### config.mk
export PLATFORM = sky130hd
export DESIGN_NAME = dpu_front
export DESIGN_NICKNAME = d
export VERILOG_FILES = /design/src/dpu_pkg.sv /design/src/dpu_front.sv
export SDC_FILE = /design/constraint.sdc
export NUM_CORES = 1
export LEC_CHECK = 0
export BUFFER_PORTS_ARGS = -buffer_cell sky130_fd_sc_hd__buf_2
export CORE_UTILIZATION = 59
export CTS_CLUSTER_DIAMETER = 100
export DETAILED_ROUTE_END_ITERATION = 6
export GPL_ROUTABILITY_DRIVEN = 0
export PLACE_DENSITY = 0.85
export SYNTH_ARGS = -nofsm -noshare
export SYNTH_HDL_FRONTEND = slang
export SYNTH_SLANG_ARGS = --single-unit
### constraint.sdc
create_clock -name i_clk -period 8.2 [get_ports i_clk]
set_input_delay 0.82 -clock i_clk [delete_from_list [all_inputs] [get_ports i_clk]]
set_output_delay 0.82 -clock i_clk [all_outputs]
set_load 0.02 [all_outputs]
### src/dpu_pkg.sv
// Shared types and constants for the depth-to-point unprojection block.
package dpu_pkg;

    // Configuration register indexes
    localparam logic [2:0] REG_WIDTH  = 3'd0;
    localparam logic [2:0] REG_HEIGHT = 3'd1;
    localparam logic [2:0] REG_CSTR   = 3'd2;
    localparam logic [2:0] REG_RSTR   = 3'd3;
    localparam logic [2:0] REG_NEAR   = 3'd4;
    localparam logic [2:0] REG_FAR    = 3'd5;
    localparam logic [2:0] REG_IFX    = 3'd6;
    localparam logic [2:0] REG_IFY    = 3'd7;

    localparam logic [24:0] ONE_Q24 = 25'h1000000;

    // Work item handed from the front part to the back part
    typedef struct packed {
        logic [23:0] depth;
        logic [18:0] off_x;   // signed 2c - W
        logic [18:0] off_y;   // signed 2r - H
    } t_job;

endpackage

### src/dpu_front.sv
// Front part: raster counters, stride phases and grid/background classification.
module dpu_front import dpu_pkg::*; #(
    parameter int MAX_DIM    = 4096,
    parameter int MAX_STRIDE = 64
) (
    input  logic        i_clk,
    input  logic        i_rst_n,
    input  logic        i_valid,
    input  logic        i_stall_q,
    input  logic [24:0] i_depth_code,
    input  logic [12:0] i_image_width,
    input  logic [12:0] i_image_height,
    input  logic [6:0]  i_column_stride,
    input  logic [6:0]  i_row_stride,
    output logic        o_stall,
    output logic        o_push,
    output t_job        o_job
);
    localparam int DW = $clog2(MAX_DIM + 1);
    localparam int SW = $clog2(MAX_STRIDE + 1);

    logic [DW-1:0] r_col, r_row, n_col, n_row, w, h;
    logic [SW-1:0] r_cph, r_rph, n_cph, n_rph, cs, rs;
    logic          acc, keep;

    // clamp sizes and strides into their legal ranges
    always_comb begin
        w  = (i_image_width == '0) ? DW'(1) :
             ({19'b0, i_image_width} > 32'(MAX_DIM)) ? DW'(MAX_DIM) : DW'(i_image_width);
        h  = (i_image_height == '0) ? DW'(1) :
             ({19'b0, i_image_height} > 32'(MAX_DIM)) ? DW'(MAX_DIM) : DW'(i_image_height);
        cs = (i_column_stride == '0) ? SW'(1) :
             ({25'b0, i_column_stride} > 32'(MAX_STRIDE)) ? SW'(MAX_STRIDE) :
             SW'(i_column_stride);
        rs = (i_row_stride == '0) ? SW'(1) :
             ({25'b0, i_row_stride} > 32'(MAX_STRIDE)) ? SW'(MAX_STRIDE) :
             SW'(i_row_stride);
    end

    assign o_stall = i_stall_q;
    assign acc     = i_valid && !i_stall_q;
    assign keep    = (r_cph == '0) && (r_rph == '0) && (i_depth_code < ONE_Q24);
    assign o_push  = acc && keep;
    assign o_job.depth = i_depth_code[23:0];
    assign o_job.off_x = 19'({1'b0, r_col, 1'b0}) - 19'(w);
    assign o_job.off_y = 19'({1'b0, r_row, 1'b0}) - 19'(h);

    // raster advance
    always_comb begin
        n_col = r_col; n_row = r_row; n_cph = r_cph; n_rph = r_rph;
        if ({1'b0, r_col} + 1'b1 >= {1'b0, w}) begin
            n_col = '0;
            n_cph = '0;
            if ({1'b0, r_row} + 1'b1 >= {1'b0, h}) begin
                n_row = '0;
                n_rph = '0;
            end else begin
                n_row = r_row + 1'b1;
                n_rph = ({1'b0, r_rph} + 1'b1 >= {1'b0, rs}) ? '0 : r_rph + 1'b1;
            end
        end else begin
            n_col = r_col + 1'b1;
            n_cph = ({1'b0, r_cph} + 1'b1 >= {1'b0, cs}) ? '0 : r_cph + 1'b1;
        end
    end

    always_ff @(posedge i_clk) begin
        if (!i_rst_n) begin
            r_col <= '0; r_row <= '0; r_cph <= '0; r_rph <= '0;
        end else if (acc) begin
            r_col <= n_col; r_row <= n_row; r_cph <= n_cph; r_rph <= n_rph;
        end
    end
endmodule

==> flow_summary.rst <==
.. list-table::
   :header-rows: 1

   * - Metric
     - Value
   * - Crit share post-route
     - 62.03%
   * - Vias per std cell
     - 6.254
   * - Maximum clock rate
     - 196.6 MHz
   * - Number of sinks driven by the clock tree
     - 40
   * - Critical path class
     - input pin to primary output
   * - Sequential cell area fraction in the yosys report
     - 16.18%
   * - Post-cts gate resize count
     - 0
   * - Count of maximum capacitance violations
     - 0
   * - Violations in the final reports
     - DRC
   * - Total negative slack
     - 0 ps
   * - Number of buffers between clock root and the deepest sink
     - 2
   * - FFs w/ async S/R, synth
     - 0%
   * - Fraction of layout instances using a drive strength above 1
     - 15.77%
   * - Cell type with the highest aggregate area in the netlist
     - ha_1
   * - Post-synth top flop
     - dfxtp_1
   * - Clock transition at the register clock pins on the worst setup and hold paths after CTS
     - 70 ps
   * - Die H
     - 93.60 um
   * - Slew margin rel.
     - 15.06%
   * - Count of nets left with antenna violations after detail routing
     - 0
   * - Final Total Pwr
     - 0.5437 mW
   * - Dominant cells by area after synthesis
     - ha_1 (18%), dfxtp_1 (16%), xnor2_1 (5.8%), nand2_1 (5.7%), buf_4 (5.2%)
   * - Buffer cell driving the clock tree root
     - clkbuf_8
   * - Arrival time at the worst endpoint
     - 4270 ps
   * - Area growth from synthesis to layout
     - 6.623%
   * - Number of global-route vias before repair
     - 4495
   * - Later-pin clock latency in the skew report
     - 300 ps
   * - Post-synthesis instance area
     - 4950 um^2
   * - Number of cells in the finished layout apart from fillers
     - 790
   * - Initial Util
     - 60.54%
   * - WL per Instance
     - 15.28 um
   * - Sum of overflow across all layers after global routing
     - 0
   * - Setup repair after global routing missed its margin
     - false
   * - Worst setup EP type
     - primary output
   * - Final HPWL from detailed placement
     - 9315 um
   * - Syn_nets
     - 793
   * - Mean instance size in the synthesized netlist
     - 7.592 um^2
   * - Final-report hold violation count
     - 0
   * - Setup-failing EPs final
     - 0
   * - Final core utilization
     - 64.55%
   * - Violation count after the first detailed-route iteration
     - 293
   * - Peak supply drop
     - 0.09594 mV
   * - Tmin final
     - 5086 ps
   * - Final-stage net count
     - 826
   * - Post-placement cell count
     - 783
   * - Number of buffers added on ports
     - 84
   * - Remaining routing DRC violations
     - 1
   * - Area of the core
     - 8175 um^2
   * - Std-Cell Rows
     - 33
   * - Pleak
     - 2.410 nW
   * - First-pass GRT wire length
     - 19660 um
   * - Num CTS Buffers
     - 5
   * - Post-synthesis instance total
     - 652
   * - Total Die Area
     - 8760 um^2
   * - Number of synthesized flops with an enable pin
     - 0
   * - Type of the worst min-delay path
     - flop to flop
   * - Fin. max-slew vios
     - 0
   * - CTS tree
     - done
   * - Chip Width
     - 93.60 um
   * - Outcome
     - complete, but fails checks
   * - Antenna violations before repair
     - 0
   * - Count of vias placed by the detailed router
     - 4941
   * - Distinct cell type count of the synthesized netlist
     - 62
   * - Post-Route Skew
     - 12.31 ps
   * - All-Layer GR Usage
     - 27.25%
   * - Power per cell area
     - 103.0 nW/um^2
   * - Antenna diode count
     - 0
   * - Synthesis warning total
     - 0
   * - DR pass1 iterations
     - 6
   * - Crit path launch type
     - input pin
   * - Max H-tree Level
     - 2
   * - Sum of routed wire length over all layers
     - 12080 um
   * - Critical path fanouts, max
     - 5
   * - Hold_buf cts
     - 0
   * - Post-CTS Setup Bufs
     - 0
   * - Io pins
     - 133
   * - Pin count of the biggest net entering global routing
     - 44
   * - Slew at the pin with the worst max-slew slack
     - 1274 ps
   * - #FFs+latches synth
     - 40
   * - Area share of the largest cell type after synthesis
     - 17.69%
   * - Critical path required time
     - 7380 ps
[cell families after synthesis]
logic type / synth area share [%]
simple gates: 23.28
compound gates: 22.09
buf+inv: 9.783
fa+ha+maj: 18.50
xor+xnor: 9.555
flops: 16.18
mux: 0.6067
[stage by stage]
step | setup WS (ps) | hold WS, ps | instance area (um^2)
5_1_grt | 2603 | 579.3 | 5278
6_report | 3114 | 540.6 | 5278
3_3_place_gp | 3144 | 503.2 | 5149
2_1_floorplan | 2487 | 481.5 | 4950
4_1_cts | 3044 | 539.2 | 5278
3_5_place_dp | 3058 | 522.5 | 5149
[layout make-up]
cell class | count | area [um^2]
multi-input cells | 522 | 3669
fillers | 705 | 2898
flip-flops and latches | 40 | 800.8
repair buffers | 86 | 435.4
well taps | 105 | 131.4
inverters | 30 | 112.6
clock buffers | 5 | 68.82
clock inverters | 2 | 60.06
[synthesized netlist by cell type (5+ instances only)]
master / count
a211oi_1: 15
a21o_1: 16
a21oi_1: 42
a31oi_1: 10
a32oi_1: 5
and3_1: 6
buf_4: 34
clkbuf_1: 21
dfxtp_1: 40
ha_1: 70
inv_1: 30
nand2_1: 75
nand2b_1: 5
nand3_1: 30
nand4_1: 19
nor2_1: 40
nor3_1: 8
nor4_1: 8
o211ai_1: 5
o21ai_0: 27
o22ai_1: 9
or3_1: 10
xnor2_1: 33
xor2_1: 21
[worst paths after layout]
| check | start | end | slack, ps | cells after the start |
|---|---|---|---|---|
| min reg2reg | r_cph[0] | r_cph[0] | 540 | 2 |
| max reg2reg | r_row[0] | r_row[2] | 4070 | 12 |
| max | i_image_height[7] | o_job[15] | 3110 | 13 |
| min | r_cph[0] | r_cph[0] | 540 | 2 |
[worst max-delay path, stage by stage]
cell and delay (ps):
buf_2 100, nor4_1 370, a31oi_1 130, nor2_1 190, inv_1 90, fa_1 430, a21o_1 200, a21oi_1 270
o211ai_1 190, a31oi_1 250, nor2_1 70, a2111oi_0 840, buf_2 310
[state kept, by name (all words and copies together) (netlist names)]
signal / cells
r_row: 13
r_cph: 7
r_col: 13
r_rph: 7
[metal layers]
layer | part of all wire, % | track usage [%]
met1 | 44 | 34.74
met2 | 49 | 46.94
met3 | 5.5 | 4.065
met4 | 1.8 | 8.718
met5 | 0 | 0
[where the power goes]
group	internal [mW]	switching [mW]	leakage [nW]
clock network	0.120	0.0694	0.0642
logic	0.0585	0.0983	2.02
registers	0.195	0.00240	0.322
[placed cells by master (no fill, tap or decap), types with 3 or more instances in the layout]
cell | netlist | final
dfxtp_1 | 40 | 40
a32oi_1 | 5 | 5
xor2_1 | 21 | 21
nor2_1 | 40 | 40
o21ai_0 | 27 | 27
mux2i_1 | 3 | 3
o21a_1 | 4 | 4
a211oi_1 | 15 | 15
nor4_1 | 8 | 8
a31oi_1 | 10 | 10
a21oi_1 | 42 | 41
nand4_1 | 19 | 19
o211ai_1 | 5 | 5
nor3_1 | 8 | 8
a41oi_1 | 3 | 3
a22oi_1 | 3 | 3
xnor2_1 | 33 | 33
a21o_1 | 16 | 16
inv_1 | 30 | 30
or2_2 | 4 | 4
o22ai_1 | 9 | 9
ha_1 | 70 | 70
and3_1 | 6 | 6
buf_2 | 3 | 84
and2_1 | 3 | 3
o21bai_1 | 4 | 4
clkbuf_8 | 0 | 5
nand2b_1 | 5 | 5
nand2_1 | 75 | 75
nand3_1 | 30 | 30
or3_1 | 10 | 10
or4_1 | 3 | 3
a211o_1 | 4 | 4
Note: power is estimated with default switching activity, not from simulation.
