==> config.mk <==
export PLATFORM = sky130hd
export DESIGN_NAME = dpu_queue
export DESIGN_NICKNAME = d
export VERILOG_FILES = /design/src/dpu_pkg.sv /design/src/dpu_queue.sv
export SDC_FILE = /design/constraint.sdc
export NUM_CORES = 1
export LEC_CHECK = 0
export BUFFER_PORTS_ARGS = -buffer_cell sky130_fd_sc_hd__buf_2
export CAP_MARGIN = 40
export CORE_MARGIN = 3
export CORE_UTILIZATION = 50
export CTS_BUF_LIST = sky130_fd_sc_hd__clkbuf_16
export DETAILED_ROUTE_END_ITERATION = 12
export GPL_TIMING_DRIVEN = 0
export MAX_ROUTING_LAYER = met4
export PLACE_DENSITY_LB_ADDON = 0.2
export SYNTH_ARGS = -nofsm -noshare
export SYNTH_HDL_FRONTEND = slang
export SYNTH_SLANG_ARGS = --single-unit
==> constraint.sdc <==
create_clock -name i_clk -period 8 [get_ports i_clk]
set_clock_uncertainty 0.05 [all_clocks]
set_input_delay 0.8 -clock i_clk [delete_from_list [all_inputs] [get_ports i_clk]]
set_output_delay 0.8 -clock i_clk [all_outputs]
set_load 0.005 [all_outputs]
==> src/dpu_pkg.sv <==
// Shared types and constants for the depth-to-point unprojection block.
package dpu_pkg;

    // Configuration register indexes
    localparam logic [2:0] REG_WIDTH  = 3'd0;
    localparam logic [2:0] REG_HEIGHT = 3'd1;
    localparam logic [2:0] REG_CSTR   = 3'd2;
    localparam logic [2:0] REG_RSTR   = 3'd3;
    localparam logic [2:0] REG_NEAR   = 3'd4;
    localparam logic [2:0] REG_FAR    = 3'd5;
    localparam logic [2:0] REG_IFX    = 3'd6;
    localparam logic [2:0] REG_IFY    = 3'd7;

    localparam logic [24:0] ONE_Q24 = 25'h1000000;

    // Work item handed from the front part to the back part
    typedef struct packed {
        logic [23:0] depth;
        logic [18:0] off_x;   // signed 2c - W
        logic [18:0] off_y;   // signed 2r - H
    } t_job;

endpackage

==> src/dpu_queue.sv <==
// Small two-entry queue between front and back parts.
module dpu_queue import dpu_pkg::*; (
    input  logic i_clk,
    input  logic i_rst_n,
    input  logic i_push,
    input  t_job i_job,
    output logic o_full,
    output logic o_valid,
    input  logic i_pop,
    output t_job o_job
);
    t_job       r_mem [2];
    logic       r_wp, r_rp;
    logic [1:0] r_cnt;

    assign o_full  = r_cnt == 2'd2;
    assign o_valid = r_cnt != 2'd0;
    assign o_job   = r_mem[r_rp];

    always_ff @(posedge i_clk) begin
        if (i_push) r_mem[r_wp] <= i_job;
        if (!i_rst_n) begin
            r_wp <= 1'b0; r_rp <= 1'b0; r_cnt <= 2'd0;
        end else begin
            if (i_push) r_wp <= ~r_wp;
            if (i_pop)  r_rp <= ~r_rp;
            r_cnt <= r_cnt + {1'b0, i_push} - {1'b0, i_pop};
        end
    end
endmodule

==> results of run 1 <==
through the flow:
stage	power, W	instances	setup slack [ns]	hold WS [ns]	instance area, µm²
final	0.00182	507	5.64	0.532	6550
after global routing	0.00189	506	5.58	0.517	6550
after CTS	0.00184	506	5.61	0.520	6550
after detailed placement	0.000991	474	5.61	0.530	5880
after global placement	0.000984	472	2.23	0.517	5810
after floorplan	0.000918	214	3.90	0.505	5010
power groups by stage:
stage               Combinational (W)  Sequential (W)  Clock (W)
floorplan                    0.000113        0.000805          0
global placement             0.000177        0.000807          0
detailed placement           0.000185        0.000806          0
CTS                          0.000186        0.000792   0.000866
global route                 0.000198        0.000795   0.000902
finish                       0.000183        0.000792   0.000849
layout by cell type (no fill, tap or decap), types with 3 or more instances in the layout:
cell / count
inv_1: 4
buf_12: 6
nor2b_1: 3
dfxtp_1: 5
clkbuf_16: 17
clkinv_4: 3
and2_1: 3
mux2_4: 60
edfxtp_1: 124
buf_2: 129
bufinv_16: 6
metal layers:
metal,share of wire [%],up-vias
li1,-,1142
met1,41,1165
met2,52,83
met3,6.9,4
met4,0.72,0
met5,0,-
kinds of logic after synthesis:
group           count (synthesis)
flops                         129
compound gates                  1
simple gates                    9
mux                            62
buf+inv                         9
xor+xnor                        2
fa+ha+maj                       2
worst max path at each step:
| stage | slack, ns | to |
|---|---|---|
| 2_1_floorplan | 3.90 | r_mem[0][0] |
| 3_3_place_gp | 2.23 | r_mem[0][49] |
| 3_5_place_dp | 5.61 | r_mem[0][9] |
| 4_1_cts | 5.61 | o_job[10] |
| 5_1_grt | 5.58 | o_job[10] |
| 6_report | 5.64 | o_job[32] |
critical path, cell delays in order, from the launching register on:
cell and delay (ns):
dfxtp_1 0.32, buf_6 0.19, buf_12 0.17, mux2_4 0.29, buf_2 0.14
layout make-up:
cell class	instances	area share, %
well taps	129	2.47
clock inverters	15	3.69
plain buffers	7	2.01
flip-flops and latches	129	58.4
repair buffers	131	10.7
clock buffers	17	6.50
multi-input cells	76	16.1
diodes	1	0.0382
inverters	2	0.115
sequential cells by signal (all words and copies together), names as in the netlist, named ones only:
register / count
r_cnt: 2
r_rp: 1
r_wp: 1
r_mem: 124
==> results.txt, run 1 <==
Status: finished, final reports clean
Post-Route Setup TNS: 0 ns
Worst-margin pin slew: 0.852 ns
Clock latency on the worst-skew pair: 0.40 ns
Register area: 3820 µm²
Hold EP: r_mem[1][1]
Ys async rst share: 0%
Nets: 432
Pre-Repair DR Iteration Count: 4
CTS-repair resized insts: 0
Hold Startpoint: i_job[1]
Setup Buffers After CTS: 0
Initial Utilization: 52.7%
Synth Area in Compound Gates: 0.150%
Leakage power: 2.65 nW
Unrepaired setup endpoints after global routing: no
Initial DRC count: 96
WP data required: 7.15 ns
Critical path class: register to output port
Synthesized area per cell: 23.4 µm²
Die area: 11200 µm²
Max H-tree Level: 4
WL per Instance: 15.6 µm
Final period util: 29.5%
Synthesized Nets: 282
Power Dens Cells: 278 nW/µm²
Core Area: 9500 µm²
Post-synth top flop: edfxtp_1
Sw Ratio: 19.2%
Post-synth top cells: 124 x edfxtp_1, 60 x mux2_4, 6 x buf_12, 5 x dfxtp_1
Min Clock Period, post-route: 2.36 ns
Die height: 106 µm
Adder-cell share of the synthesized area: 0.500%
FF-to-FF setup slack: 6.28 ns
Fraction of layout cells with a size suffix above 1: 61.5%
Max cap viols: 0
Routed wire length: 7910 µm
Global-route met1 utilization: 17.7%
Met2 Use GR: 25.1%
Row cnt: 35
Busiest grt layer: met2
Vias/cell: 4.72
Fraction of post-synthesis cell area in the top cell type by area: 74.4%
Critical Path Source Type: register
Sw power: 0.000349 W
CTS tree: done
Top cells by area, synth: edfxtp_1 74%, mux2_4 18%, buf_12 2.4%
Main combinational cell family by area after synthesis: multiplexers
Pint: 0.00147 W
# hold bufs at CTS: 0
Clock transition at path regs: 0.05 ns
Area grow syn2layout: 30.8%
Post-synthesis mux area share: 18.4%
Post-synth cell types: 14
Hpwl dp: 5280 µm
Final Setup Violations: 0
First-pass GRT wire length: 12600 µm
Largest net degree at the start of global routing: 63
Total clock buffers created by CTS: 17
Worst rel slew slack: 43.2%
R2R Path End: r_mem[0][29]
M3 GR Usage: 5.95%
Die width: 106 µm
Fin. max-slew vios: 0
Most frequent cell after synthesis: edfxtp_1
Gpl congestion: 0.700
Cells after synthesis: 214
Hold depth: 1
Post-synthesis simple-gate area fraction: 1.12%
Crit. End Element: output port
Clock share of power: 46.6%
Crit Path Max Fanout: 10
Class of the worst hold path: input pin to register
CTS Buffer Depth: 2
Peak supply drop: 0.160 mV
Comb pwr share: 10.0%
R2R cell count: 3
Seq cells post-synth: 129
Post-route DRC violation count: 0
Sequential share of the synthesized area: 76.4%
Multi-input gate area: 1050 µm²
XOR/XNOR share of the synthesized area: 0.625%
Final Hold Vio Count: 0
Layout Utilization: 68.9%
Number of global-route vias before repair: 2566
Leading area contributor after synthesis: edfxtp_1
Antenna violations before repair: 0
Post-synth EDFFs: 124
Grt ovf: 0
Critical R2R Launch: r_wp
Synthesized cell area: 5010 µm²
Clock tree sinks: 129
Share of power burned in registers: 43.4%
Critical Path AT: 1.51 ns
DRT antenna net count: 0
Via count: 2394
Maximum clock frequency: 424 MHz
Root buffer cell: clkbuf_16
GRT Overall Usage: 15.4%
YS warnings: 0
Count of input and output buffers: 129
Fillers: 672
Ports: 130
Note: power is estimated with default switching activity, not from simulation.
==> inputs of run 2 (changes only) <==
==> constraint.sdc (replaced) <==
create_clock -name i_clk -period 2.3 [get_ports i_clk]
set_clock_uncertainty 0.05 [all_clocks]
set_input_delay 0.23 -clock i_clk [delete_from_list [all_inputs] [get_ports i_clk]]
set_output_delay 0.23 -clock i_clk [all_outputs]
set_load 0.005 [all_outputs]
==> results.txt, run 2 (synthesis results as in run 1) <==
Die area: 11200 µm²
Final Setup Violations: 0
Hold depth: 2
Critical Path AT: 1.52 ns
Initial DRC count: 91
Clock tree sinks: 129
Clock latency on the worst-skew pair: 0.40 ns
Fin. max-slew vios: 0
Most common cell after layout, fill and taps aside: buf_2
Number of global-route vias before repair: 3011
Max H-tree Level: 4
Max cap viols: 0
Most frequent cells in the layout: 129 x buf_2, 124 x edfxtp_1, 62 x dlygate4sd3_1
Unrepaired setup endpoints after global routing: no
Leakage power: 2.89 nW
Worst-margin pin slew: 0.705 ns
Antenna violations before repair: 0
Placed cell area: 5900 µm²
Root buffer cell: clkbuf_16
Routed wire length: 9000 µm
Row cnt: 35
Min Clock Period, post-route: 1.80 ns
Largest net degree at the start of global routing: 34
Fillers: 569
# diodes: 0
WL per Instance: 15.8 µm
Status: finished, final reports clean
Hold Startpoint: i_rst_n
Worst rel slew slack: 52.9%
Peak supply drop: 0.544 mV
Gpl congestion: 0.672
Core Area: 9500 µm²
Maximum clock frequency: 556 MHz
Fraction of layout cells with a size suffix above 1: 53.1%
R2R Path End: r_mem[0][42]
Clock transition at path regs: 0.05 ns
Top reg by flops: r_mem
CTS tree: done
Crit Path Max Fanout: 10
Critical path class: register to output port
Crit. End Element: output port
Setup Buffers After CTS: 0
Finished Cell Area: 7140 µm²
FF-to-FF setup slack: 0.77 ns
Final worst slack: 0.502 ns
Post-route DRC violation count: 0
CTS Buffer Depth: 2
Hold EP: r_wp
Pre-CTS setup slack: 0.680 ns
Met3 wire len: 427 µm
Final Hold Vio Count: 0
GRT Overall Usage: 17.7%
Vias/cell: 4.67
Total clock buffers created by CTS: 17
DRT met1 WL: 3530 µm
DR WL met2: 4920 µm
Pre-Repair DR Iteration Count: 4
Class of the worst hold path: input pin to register
Die width: 106 µm
Hpwl dp: 5470 µm
Initial Utilization: 52.7%
Die height: 106 µm
Number of flip-flops in the largest register: 124
Ports: 130
R2R cell count: 2
Count of input and output buffers: 129
Nets: 495
Area grow syn2layout: 42.6%
First-pass GRT wire length: 14600 µm
Power Dens Cells: 874 nW/µm²
Grt ovf: 0
Critical Path Source Type: register
WP data required: 2.02 ns
Critical R2R Launch: r_wp
Via count: 2651
Max layer used: met4
Register area: 3820 µm²
Multi-input gate area: 1050 µm²
Final period util: 78.2%
Largest registers: r_mem (124), r_cnt (2)
DRT antenna net count: 0
==> run 2: layout make-up <==
| class | instances | area share [%] |
|---|---|---|
| buffer | 7 | 1.84 |
| timing repair buffer | 194 | 18.8 |
| clock buffer | 17 | 5.96 |
| inverter | 2 | 0.105 |
| multi-input combinational | 76 | 14.8 |
| tap | 129 | 2.26 |
| sequential | 129 | 53.6 |
| clock inverter | 14 | 2.70 |
==> run 2: worst max path at each step <==
stage / start / endpoint / slack (ns) / cells after the start
2_1_floorplan: r_wp / r_mem[1][0] / -0.03 / 1
3_3_place_gp: r_wp / r_mem[1][46] / -0.84 / 1
3_5_place_dp: i_push / r_mem[0][11] / 0.68 / 3
4_1_cts: register / o_job[49] / 0.47 / 4
5_1_grt: register / o_job[29] / 0.45 / 4
6_report: register / o_job[49] / 0.50 / 4
==> run 2: critical path, cell delays in order (launching register included) <==
cell and delay [ns]:
dfxtp_1 0.32, buf_6 0.19, buf_12 0.17, mux2_4 0.31, buf_2 0.13
==> run 2: what timing repair did <==
action                                  in CTS  in global routing
gates resized for setup                      0                  0
hold buffers                                62                  0
hold endpoints to repair                   124                  0
endpoints found under the setup margin       0                  0
==> run 2: per-layer routing <==
metal,vias to the layer above,track usage (%)
met5,-,-
met1,1277,19.9
met2,87,30.6
met4,0,6.94
li1,1274,-
met3,13,4.25
==> run 2: power breakdown <==
part | switching, W | total [W] | internal [W] | leakage, nW
Sequential | 0.0000361 | 0.00275 | 0.00272 | 1.21
Combinational | 0.000273 | 0.000726 | 0.000453 | 1.39
Clock | 0.000951 | 0.00276 | 0.00180 | 0.294
Total | 0.00126 | 0.00624 | 0.00498 | 2.89
==> run 2: metrics by stage <==
stage | utilization (%) | hold WS [ns] | total power (W) | TNS, ns | instances
floorplan | - | 0.279 | 0.00319 | -1.59 | 214
global placement | 61.3 | 0.368 | 0.00342 | -54.02 | 472
detailed placement | 62.1 | 0.371 | 0.00345 | 0 | 475
CTS | 75.1 | 0.0311 | 0.00629 | 0 | 568
global route | 75.1 | 0.0468 | 0.00645 | 0 | 568
finish | 75.1 | 0.0418 | 0.00624 | 0 | 568
